--- src/hdl/scmg_pkg.sv ---
// Shared types and constants of the S-curve membership grader.
// Used by every module under hdl; depends on nothing else.
package scmg_pkg;

  localparam int unsigned SAMPLE_BITS_DEF = 16;
  localparam int unsigned FRAC_BITS_DEF   = 15;
  localparam int unsigned GRADE_BITS      = 16;
  localparam int unsigned ADDR_BITS       = 4;
  localparam int unsigned DATA_BITS       = 32;

  localparam logic [DATA_BITS-1:0] LOWER_RESET  = 32'd0;
  localparam logic [DATA_BITS-1:0] MIDDLE_RESET = 32'd32768;
  localparam logic [DATA_BITS-1:0] UPPER_RESET  = 32'd65535;

  localparam logic [1:0] REG_LOWER  = 2'd0;
  localparam logic [1:0] REG_MIDDLE = 2'd1;
  localparam logic [1:0] REG_UPPER  = 2'd2;

  localparam logic [1:0] BAND_BELOW = 2'd0;
  localparam logic [1:0] BAND_LOWER = 2'd1;
  localparam logic [1:0] BAND_UPPER = 2'd2;
  localparam logic [1:0] BAND_ABOVE = 2'd3;

  typedef struct packed {
    logic       valid;
    logic       falling;
    logic [1:0] band;
  } ctl_t;

endpackage

--- src/hdl/s_curve_membership_grade.sv ---
// Top level of the S-curve membership grader: edge registers, band decode,
// divider cell chain and shaping stage. Depends on scmg_pkg, scmg_div_cell, scmg_shape.
//
// The grader takes one sample in every clock cycle; busy is always low, so a
// transfer happens whenever start is high. Each result is registered through
// the input stage, the divider chain of FRAC_BITS cells that each produce one
// quotient bit, the multiply stage and the output stage. The result strobe lasts
// one cycle and cannot be held off by the receiver. Edge registers may only be
// written while no sample is in flight.
module s_curve_membership_grade #(
  parameter int unsigned SAMPLE_BITS = scmg_pkg::SAMPLE_BITS_DEF,
  parameter int unsigned FRAC_BITS   = scmg_pkg::FRAC_BITS_DEF
) (
  input  logic                            clk_i,
  input  logic                            rst_ni,
  input  logic                            start,
  output logic                            busy,
  input  logic [SAMPLE_BITS-1:0]          sample_i,
  input  logic                            req_type_i,
  output logic                            grade_valid_o,
  output logic [scmg_pkg::GRADE_BITS-1:0] grade_o,
  output logic [1:0]                      band_o,
  input  logic                            psel,
  input  logic                            penable,
  input  logic                            pwrite,
  input  logic [scmg_pkg::ADDR_BITS-1:0]  paddr,
  input  logic [scmg_pkg::DATA_BITS-1:0]  pwdata,
  output logic [scmg_pkg::DATA_BITS-1:0]  prdata,
  output logic                            pready
);
  import scmg_pkg::*;

  localparam logic [GRADE_BITS-1:0] ONE_GRADE = GRADE_BITS'(64'(1) << FRAC_BITS);

  logic [SAMPLE_BITS-1:0] lower_q, lower_d;
  logic [SAMPLE_BITS-1:0] middle_q, middle_d;
  logic [SAMPLE_BITS-1:0] upper_q, upper_d;
  logic [1:0]             reg_idx;
  logic                   wr_en;

  ctl_t                   in_ctl;
  ctl_t                   ctl_w  [FRAC_BITS+1];
  logic [SAMPLE_BITS-1:0] span_w [FRAC_BITS+1];
  logic [SAMPLE_BITS-1:0] rem_w  [FRAC_BITS+1];
  logic [FRAC_BITS-1:0]   quo_w  [FRAC_BITS+1];
  ctl_t                   s0_ctl_q;
  logic [SAMPLE_BITS-1:0] s0_span_q, s0_span_d;
  logic [SAMPLE_BITS-1:0] s0_rem_q, s0_rem_d;

  assign busy    = 1'b0;
  assign pready  = 1'b1;
  assign reg_idx = paddr[3:2];
  assign wr_en   = psel && penable && pwrite && pready;

  always_comb begin
    lower_d  = lower_q;
    middle_d = middle_q;
    upper_d  = upper_q;
    if (wr_en) begin
      unique case (reg_idx)
        REG_LOWER:  lower_d  = pwdata[SAMPLE_BITS-1:0];
        REG_MIDDLE: middle_d = pwdata[SAMPLE_BITS-1:0];
        REG_UPPER:  upper_d  = pwdata[SAMPLE_BITS-1:0];
        default: ;
      endcase
    end
  end

  always_comb begin
    unique case (reg_idx)
      REG_LOWER:  prdata = DATA_BITS'(lower_q);
      REG_MIDDLE: prdata = DATA_BITS'(middle_q);
      REG_UPPER:  prdata = DATA_BITS'(upper_q);
      default:    prdata = '0;
    endcase
  end

  always_ff @(posedge clk_i or negedge rst_ni) begin
    if (!rst_ni) begin
      lower_q  <= SAMPLE_BITS'(LOWER_RESET);
      middle_q <= SAMPLE_BITS'(MIDDLE_RESET);
      upper_q  <= SAMPLE_BITS'(UPPER_RESET);
    end else begin
      lower_q  <= lower_d;
      middle_q <= middle_d;
      upper_q  <= upper_d;
    end
  end

  always_comb begin
    in_ctl.valid   = start && !busy;
    in_ctl.falling = req_type_i;
    if (sample_i <= lower_q) begin
      in_ctl.band = BAND_BELOW;
    end else if (sample_i >= upper_q) begin
      in_ctl.band = BAND_ABOVE;
    end else if (sample_i <= middle_q) begin
      in_ctl.band = BAND_LOWER;
    end else begin
      in_ctl.band = BAND_UPPER;
    end
    s0_span_d = upper_q - lower_q;
    s0_rem_d  = sample_i - lower_q;
  end

  always_ff @(posedge clk_i or negedge rst_ni) begin
    if (!rst_ni) begin
      s0_ctl_q <= '0;
    end else begin
      s0_ctl_q <= in_ctl;
    end
  end

  always_ff @(posedge clk_i) begin
    s0_span_q <= s0_span_d;
    s0_rem_q  <= s0_rem_d;
  end

  assign ctl_w[0]  = s0_ctl_q;
  assign span_w[0] = s0_span_q;
  assign rem_w[0]  = s0_rem_q;
  assign quo_w[0]  = '0;

  for (genvar k = 0; k < FRAC_BITS; k++) begin : g_cell
    scmg_div_cell #(
      .SAMPLE_BITS(SAMPLE_BITS),
      .FRAC_BITS  (FRAC_BITS)
    ) u_cell (
      .clk_i (clk_i),
      .rst_ni(rst_ni),
      .ctl_i (ctl_w[k]),
      .span_i(span_w[k]),
      .rem_i (rem_w[k]),
      .quo_i (quo_w[k]),
      .ctl_o (ctl_w[k+1]),
      .span_o(span_w[k+1]),
      .rem_o (rem_w[k+1]),
      .quo_o (quo_w[k+1])
    );
  end

  scmg_shape #(
    .FRAC_BITS(FRAC_BITS)
  ) u_shape (
    .clk_i  (clk_i),
    .rst_ni (rst_ni),
    .ctl_i  (ctl_w[FRAC_BITS]),
    .pos_i  (quo_w[FRAC_BITS]),
    .valid_o(grade_valid_o),
    .grade_o(grade_o),
    .band_o (band_o)
  );

`ifndef SYNTHESIS
  a_strobe_from_chain: assert property (@(posedge clk_i) disable iff (!rst_ni)
    grade_valid_o |-> $past(ctl_w[FRAC_BITS].valid, 2))
    else $error("Result strobe without an item leaving the divider chain.");

  a_outer_band_level: assert property (@(posedge clk_i) disable iff (!rst_ni)
    (grade_valid_o && (band_o == BAND_BELOW || band_o == BAND_ABOVE))
      |-> (grade_o == '0 || grade_o == ONE_GRADE))
    else $error("Outer band result is neither zero nor one.");

  a_entry_flows: assert property (@(posedge clk_i) disable iff (!rst_ni)
    (start && !busy) |=> s0_ctl_q.valid)
    else $error("Accepted transfer did not enter the input stage.");
`endif

endmodule

--- src/hdl/scmg_div_cell.sv ---
// One cell of the restoring divider chain: produces one quotient bit per item.
// Depends on scmg_pkg for the control struct.
module scmg_div_cell #(
  parameter int unsigned SAMPLE_BITS = scmg_pkg::SAMPLE_BITS_DEF,
  parameter int unsigned FRAC_BITS   = scmg_pkg::FRAC_BITS_DEF
) (
  input  logic                   clk_i,
  input  logic                   rst_ni,
  input  scmg_pkg::ctl_t         ctl_i,
  input  logic [SAMPLE_BITS-1:0] span_i,
  input  logic [SAMPLE_BITS-1:0] rem_i,
  input  logic [FRAC_BITS-1:0]   quo_i,
  output scmg_pkg::ctl_t         ctl_o,
  output logic [SAMPLE_BITS-1:0] span_o,
  output logic [SAMPLE_BITS-1:0] rem_o,
  output logic [FRAC_BITS-1:0]   quo_o
);
  import scmg_pkg::*;

  logic [SAMPLE_BITS:0]   shifted;
  logic [SAMPLE_BITS:0]   diff;
  logic                   take;
  ctl_t                   ctl_q;
  logic [SAMPLE_BITS-1:0] span_q, span_d;
  logic [SAMPLE_BITS-1:0] rem_q, rem_d;
  logic [FRAC_BITS-1:0]   quo_q, quo_d;

  always_comb begin
    shifted = {rem_i, 1'b0};
    diff    = shifted - {1'b0, span_i};
    take    = (shifted >= {1'b0, span_i});
    rem_d   = take ? diff[SAMPLE_BITS-1:0] : shifted[SAMPLE_BITS-1:0];
    quo_d   = {quo_i[FRAC_BITS-2:0], take};
    span_d  = span_i;
  end

  always_ff @(posedge clk_i or negedge rst_ni) begin
    if (!rst_ni) begin
      ctl_q <= '0;
    end else begin
      ctl_q <= ctl_i;
    end
  end

  always_ff @(posedge clk_i) begin
    span_q <= span_d;
    rem_q  <= rem_d;
    quo_q  <= quo_d;
  end

  assign ctl_o  = ctl_q;
  assign span_o = span_q;
  assign rem_o  = rem_q;
  assign quo_o  = quo_q;

endmodule

--- src/hdl/scmg_shape.sv ---
// Curve shaping after the divider: one registered multiply, then saturation.
// Depends on scmg_pkg for the control struct, band codes and grade width.
module scmg_shape #(
  parameter int unsigned FRAC_BITS = scmg_pkg::FRAC_BITS_DEF
) (
  input  logic                          clk_i,
  input  logic                          rst_ni,
  input  scmg_pkg::ctl_t                ctl_i,
  input  logic [FRAC_BITS-1:0]          pos_i,
  output logic                          valid_o,
  output logic [scmg_pkg::GRADE_BITS-1:0] grade_o,
  output logic [1:0]                    band_o
);
  import scmg_pkg::*;

  localparam int unsigned OW = FRAC_BITS + 1;
  localparam int unsigned PW = 2 * OW;
  localparam int unsigned GW = FRAC_BITS + 2;
  localparam logic [OW-1:0] ONE_OP = OW'(1) << FRAC_BITS;
  localparam logic [GW-1:0] ONE_G  = GW'(1) << FRAC_BITS;

  logic [OW-1:0] pos_ext;
  logic [OW-1:0] rest;
  logic [OW-1:0] op_a;
  logic [OW-1:0] op_b;
  logic [PW-1:0] prod_d, prod_q;
  ctl_t          ctl_q;
  logic [GW-1:0] scaled;
  logic [GW-1:0] capped;
  logic [GW-1:0] level;
  logic          valid_q;
  logic [GRADE_BITS-1:0] grade_q, grade_d;
  logic [1:0]    band_q;

  always_comb begin
    pos_ext = {1'b0, pos_i};
    rest    = ONE_OP - pos_ext;
    if (ctl_i.falling) begin
      op_a = pos_ext;
      op_b = rest;
    end else if (ctl_i.band == BAND_LOWER) begin
      op_a = pos_ext;
      op_b = pos_ext;
    end else begin
      op_a = rest;
      op_b = rest;
    end
    prod_d = op_a * op_b;
  end

  always_ff @(posedge clk_i) begin
    prod_q <= prod_d;
  end

  always_ff @(posedge clk_i or negedge rst_ni) begin
    if (!rst_ni) begin
      ctl_q <= '0;
    end else begin
      ctl_q <= ctl_i;
    end
  end

  always_comb begin
    scaled = GW'(prod_q >> (FRAC_BITS - 1));
    capped = (scaled > ONE_G) ? ONE_G : scaled;
    case (ctl_q.band)
      BAND_BELOW: level = ctl_q.falling ? ONE_G : '0;
      BAND_ABOVE: level = ctl_q.falling ? '0 : ONE_G;
      default: begin
        if (ctl_q.falling) begin
          level = (ctl_q.band == BAND_LOWER) ? (ONE_G - capped) : capped;
        end else if (ctl_q.band == BAND_LOWER) begin
          level = capped;
        end else begin
          level = (scaled >= ONE_G) ? '0 : (ONE_G - scaled);
        end
      end
    endcase
    grade_d = GRADE_BITS'(level);
  end

  always_ff @(posedge clk_i or negedge rst_ni) begin
    if (!rst_ni) begin
      valid_q <= 1'b0;
    end else begin
      valid_q <= ctl_q.valid;
    end
  end

  always_ff @(posedge clk_i) begin
    grade_q <= grade_d;
    band_q  <= ctl_q.band;
  end

  assign valid_o = valid_q;
  assign grade_o = grade_q;
  assign band_o  = band_q;

endmodule

--- config.mk ---
export PLATFORM = sky130hd
export DESIGN_NAME = s_curve_membership_grade
export DESIGN_NICKNAME = d
export VERILOG_FILES = /design/src/hdl/scmg_pkg.sv /design/src/hdl/s_curve_membership_grade.sv /design/src/hdl/scmg_div_cell.sv /design/src/hdl/scmg_shape.sv
export SDC_FILE = /design/constraint.sdc
export NUM_CORES = 2
export LEC_CHECK = 0
export ABC_AREA = 1
export BUFFER_PORTS_ARGS = -buffer_cell sky130_fd_sc_hd__buf_2
export CORE_UTILIZATION = 64
export DETAILED_ROUTE_END_ITERATION = 10
export GPL_TIMING_DRIVEN = 0
export HOLD_SLACK_MARGIN = 0.12
export PLACE_DENSITY = 0.81
export SLEW_MARGIN = 20
export SYNTH_ARGS = -nofsm -noshare
export SYNTH_HDL_FRONTEND = slang
export SYNTH_HIERARCHICAL = 1
export SYNTH_SLANG_ARGS = --single-unit
--- constraint.sdc ---
create_clock -name clk_i -period 8.4 [get_ports clk_i]
set_input_delay 1.68 -clock clk_i [delete_from_list [all_inputs] [get_ports clk_i]]
set_output_delay 1.68 -clock clk_i [all_outputs]
set_load 0.005 [all_outputs]
# Word level (Yosys, flattened, before mapping)
# Index checks and enable logic that the tools add are counted.
dict set report op_classes {
  multipliers 1
  mux 29
  magnitude_cmp 20
  n_eq_ne 5
  reduce_logical 7
  addsub 19
}
# operator n
set op_table {}
lappend op_table {{$mux W16} 24}
lappend op_table {{$sub A16 B16 Y16} 16}
lappend op_table {{$ge A17 B16 Y1} 15}
lappend op_table {{$pmux W16 S3} 1}
lappend op_table {{$le A16 B16 Y1} 2}
lappend op_table {{$pmux W16 S2} 1}
lappend op_table {{$sub A16 B16 Y16 const A} 2}
lappend op_table {{$mul A16 B16 Y31} 1}
lappend op_table {{$ge A17 B16 Y1 const B} 1}
lappend op_table {{$gt A17 B16 Y1 const B} 1}
lappend op_table {{$ge A16 B16 Y1} 1}
lappend op_table {{$sub A16 B15 Y16 const A} 1}
lappend op_table {{$eq A2 B1 Y1 const B} 3}
lappend op_table {{$mux W2} 3}
lappend op_table {{$reduce_and A2 Y1} 3}
lappend op_table {{$eq A2 B2 Y1 const B} 2}
lappend op_table {{$logic_not A2 Y1} 2}
lappend op_table {{$logic_and A1 B1 Y1} 2}
dict set report word_totals {
  register_bits 766
  wordCells 198
}

# Logic depth before layout (Yosys ltp)
dict set report depth {
  word_depth 6
  depth_mapped 36
}

# Cells and area by module
# The synthesis kept the hierarchy.
# mod cells_per_inst n_inst seq_area_each_um2 area_per_inst_um2
set modules_own_cells {}
lappend modules_own_cells {{scmg_div_cell (g_cell[0].u_cell ...)} 311 14 1041.0 2367.3}
lappend modules_own_cells {scmg_shape 1466 1 825.8 10915.5}
lappend modules_own_cells {s_curve_membership_grade 714 1 1963.1 5466.5}
lappend modules_own_cells {{scmg_div_cell (g_cell[13].u_cell)} 314 1 1041.0 2394.8}

# Worst setup path before layout
# OpenSTA, ideal clock, no wires.
dict set report synth_timing {
  kind {register to register}
  from {register g_cell[14].u_cell.quo_q[0]}
  to {register u_shape.prod_q[26]}
  path_stages_with_launch 32
  setup_slack_ns 1.569
  n_path_buf 1
  arrival_time_ns 6.719
  cell_sequence {dfxtp_1 -> inv_1 -> clkbuf_1 -> ha_1 -> nand2_1 -> nor2_2 -> nand4_2 -> nor2_1 -> nand3_1 -> xor2_1 -> nand2_1 -> nand2_1 -> a21oi_4 -> inv_2 -> nor2_1 -> fa_1 -> fa_1 -> fa_1 -> fa_1 -> fa_1 -> inv_1 -> fa_1 -> inv_1 -> ha_1 -> a21oi_1 -> inv_1 -> a31oi_1 -> o21ai_0 -> a211oi_1 -> nand2_1 -> nand2_1 -> nand2_1}
}
dict set report synth_via {
  elab_chain_cells 4
}
# element line_no
set synth_rtl {}
lappend synth_rtl {{from (decl)} scmg_div_cell.sv:26} ;# logic [FRAC_BITS-1:0] quo_q, quo_d;
lappend synth_rtl {{from (signal assigned)} scmg_div_cell.sv:48} ;# quo_q <= quo_d;
lappend synth_rtl {{$sub A16 B15 Y16} scmg_shape.sv:37} ;# rest = ONE_OP - pos_ext;
lappend synth_rtl {{$mux W16} scmg_shape.sv:41} ;# end else if (ctl_i.band == BAND_LOWER) begin
lappend synth_rtl {{$mux W16} scmg_shape.sv:38} ;# if (ctl_i.falling) begin
lappend synth_rtl {{$mul A16 B16 Y31 (*)} scmg_shape.sv:48} ;# prod_d = op_a * op_b;
lappend synth_rtl {{named net u_shape.prod_d[26]} scmg_shape.sv:26} ;# logic [PW-1:0] prod_d, prod_q;
lappend synth_rtl {{to (signal assigned)} scmg_shape.sv:52} ;# prod_q <= prod_d;
lappend synth_rtl {{to (decl)} scmg_shape.sv:26}
# The timed path passes the listed nets; every way through them passes the cells marked *.
# A chain may end at the register's enable or synchronous reset.

# Worst setup path after layout
# Ends and elaborated chain as after synthesis.

==> results.py <==
metrics = {
    "outcome": {
        "status": "finished, final reports clean",
    },
    "cells_and_area": {
        "fillers": 6242,
        "multiInputGateArea_um2": 27300,
        "antenna_cells": 0,
        "final_cells": 7769,
        "final_core_util": 0.709,
        "final_nets": 7408,
        "drive_above_1_share": 0.0994,
        "seqCellArea_um2": 15700,
        "area_growth_pct": 9.29,
    },
    "timing": {
        "fin_crit_sh": 0.956,
        "hold_viol": 0,
        "worst_pin_slew_ps": 1110,
        "fin_ws_ps": 368,
        "relSlewSlack": 0.252,
        "max_freq_ghz": 0.124,
        "setup_viol": 0,
        "period_needed_ps": 8030,
        "drv_slew": 0,
        "rsz0062_at_grt": "false",
        "finClkSkew_ps": 43.6,
    },
    "setup_path": {
        "slowest_delay_ps": 590,
        "cp-start-kind": "flip-flop",
        "rr_worst_depth": 29,
        "worst_ep_required_time_ps": 8930,
        "critPathCaptureType": "flip-flop",
        "crit_fanout": 16,
        "reg2reg_to": "u_shape/prod_q[26]",
        "r2r_start": "g_cell[14].u_cell/quo_o[0]",
        "critical_path_class": "flip-flop to flip-flop",
        "arrival_ps": 8560,
        "r2r_slack_ps": 370,
        "cpMaxStageDelayCell": "fa_1",
    },
    "logic_synthesis": {
        "yosysWarnings": 6,
        "synth_area_um2": 48400,
        "syn_area_per_cell_um2": 7.39,
        "postSynthCellCount": 6553,
    },
    "clock_tree": {
        "cts_tree": "built",
        "cts_root_buf": "clkbuf_16",
        "htreeDepth": 3,
        "cts_sinks": 752,
        "cts_setup_buffers": 0,
        "clk_latency_ps": 650,
        "cts_made_buffers": 79,
        "ctsHoldBuffers": 0,
        "cts_buffer_depth": 3,
        "clk_pin_slew_ps": 60,
    },
    "floorplanning": {
        "core_area_um2": 74700,
        "row_count": 100,
        "start_util": 0.648,
        "dieArea_um2": 76800,
        "die_h_um": 277,
        "die_w_um": 277,
        "pin_count": 112,
    },
    "grt": {
        "grt_pass1_vias": 40100,
        "antenna_found_initial": 1,
        "overflow": 0,
        "grt_usage": 0.324,
        "grt_start_max_net_pins": 81,
        "grt_pass1_wl_um": 201000,
    },
    "routing": {
        "vias": 40600,
        "dr.pass1.iters": 8,
        "wl_per_cell_um": 15.8,
        "drt-initial-drc-count": 3094,
        "antenna_left": 0,
        "vias_per_cell": 5.23,
        "totalWireLength_um": 122000,
        "drc": 0,
    },
    "min_path": {
        "min_from": "g_cell[8].u_cell/quo_o[0]",
        "min_to": "g_cell[9].u_cell/quo_o[1]",
        "hold_class": "flip-flop to flip-flop",
        "hold_path_depth": 0,
    },
    "placed_design": {
        "place_ws_ps": -293,
        "dp.cells": 7626,
        "placement.io_buffers": 75,
        "globalplace.congestion": 0.971,
        "dp_hpwl_um": 98300,
    },
    "job": {
        "max_cap_violations": 0,
    },
}
==> worst max path at each step <==
stage | from | endpoint | slack, ps | cells after the start
floorplan | g_cell[14].u_cell/quo_o[0] | u_shape/prod_q[26] | 1570 | 31
global placement | g_cell[14].u_cell/quo_o[0] | u_shape/prod_q[26] | -330 | 27
detailed placement | g_cell[14].u_cell/quo_o[0] | u_shape/prod_q[26] | -290 | 27
CTS | g_cell[14].u_cell/quo_o[0] | u_shape/prod_q[26] | 360 | 30
global route | g_cell[14].u_cell/quo_o[0] | u_shape/prod_q[22] | 30 | 29
finish | g_cell[14].u_cell/quo_o[0] | u_shape/prod_q[26] | 370 | 29
==> per-layer routing <==
metal / wire length (µm) / global-route usage
met3: 6690 / 0.0396
met1: 52000 / 0.410
met2: 58700 / 0.558
met5: 0 / 0
met4: 4950 / 0.133
==> registers in the layout, indices dropped and copies added, names as in the netlist <==
signal / cells
u_shape/band_o: 2
u_shape/valid_o: 1
middle_q: 16
g_cell.u_cell/rem_o: 224
u_shape/prod_q: 17
upper_q: 16
u_shape/ctl_q: 4
g_cell.u_cell/ctl_o: 60
s0_rem_q: 16
g_cell.u_cell/quo_o: 120
lower_q: 16
g_cell.u_cell/span_o: 224
s0_span_q: 16
ctl_w: 4
u_shape/grade_o: 16
==> per-stage QoR <==
step	TNS, ps	hold WS, ps	area (µm²)
after global routing	0	303	52900
after global placement	-1940	310	50100
after CTS	0	289	52900
after floorplan	0	310	48500
final	0	295	52900
after detailed placement	-2050	312	50200
==> worst max-delay path, delay by kind of cell, from the launching register on <==
kind,cells,cell delay (ps)
compound gates,4,960
fa+ha+maj,8,3820
buf+inv,6,1250
flops,1,560
simple gates,11,1330
==> area by class of cell <==
class	count	area share
Buffer	102	0.0135
Clock buffer	106	0.0421
Clock inverter	40	0.0100
Inverter	1292	0.0923
Multi-Input combinational cell	4432	0.516
Sequential cell	752	0.296
Tap cell	969	0.0229
Timing Repair Buffer	76	0.00773
==> cells in the final DEF, fill, tap and decap left out, drive strengths merged, types with 45 or more instances in the layout <==
cell type	instances
buf	156
clkbuf	128
and2	56
dfrtp	100
ha	406
nor3	45
o21ai	135
fa	208
dfxtp	635
inv	1297
nor2	428
nand3	328
a21oi	235
nand4	84
nand2	2169
nand3b	50
xor2	117
==> what timing repair did <==
action / CTS / global route
endpoints found under the setup margin: 14 / 9
gates cloned: 0 / 0
gates resized for setup: 1 / 7
Power is left out: the tool's default activity adds up to more than one toggle a clock period on the data nets, which glitch-free logic cannot reach.
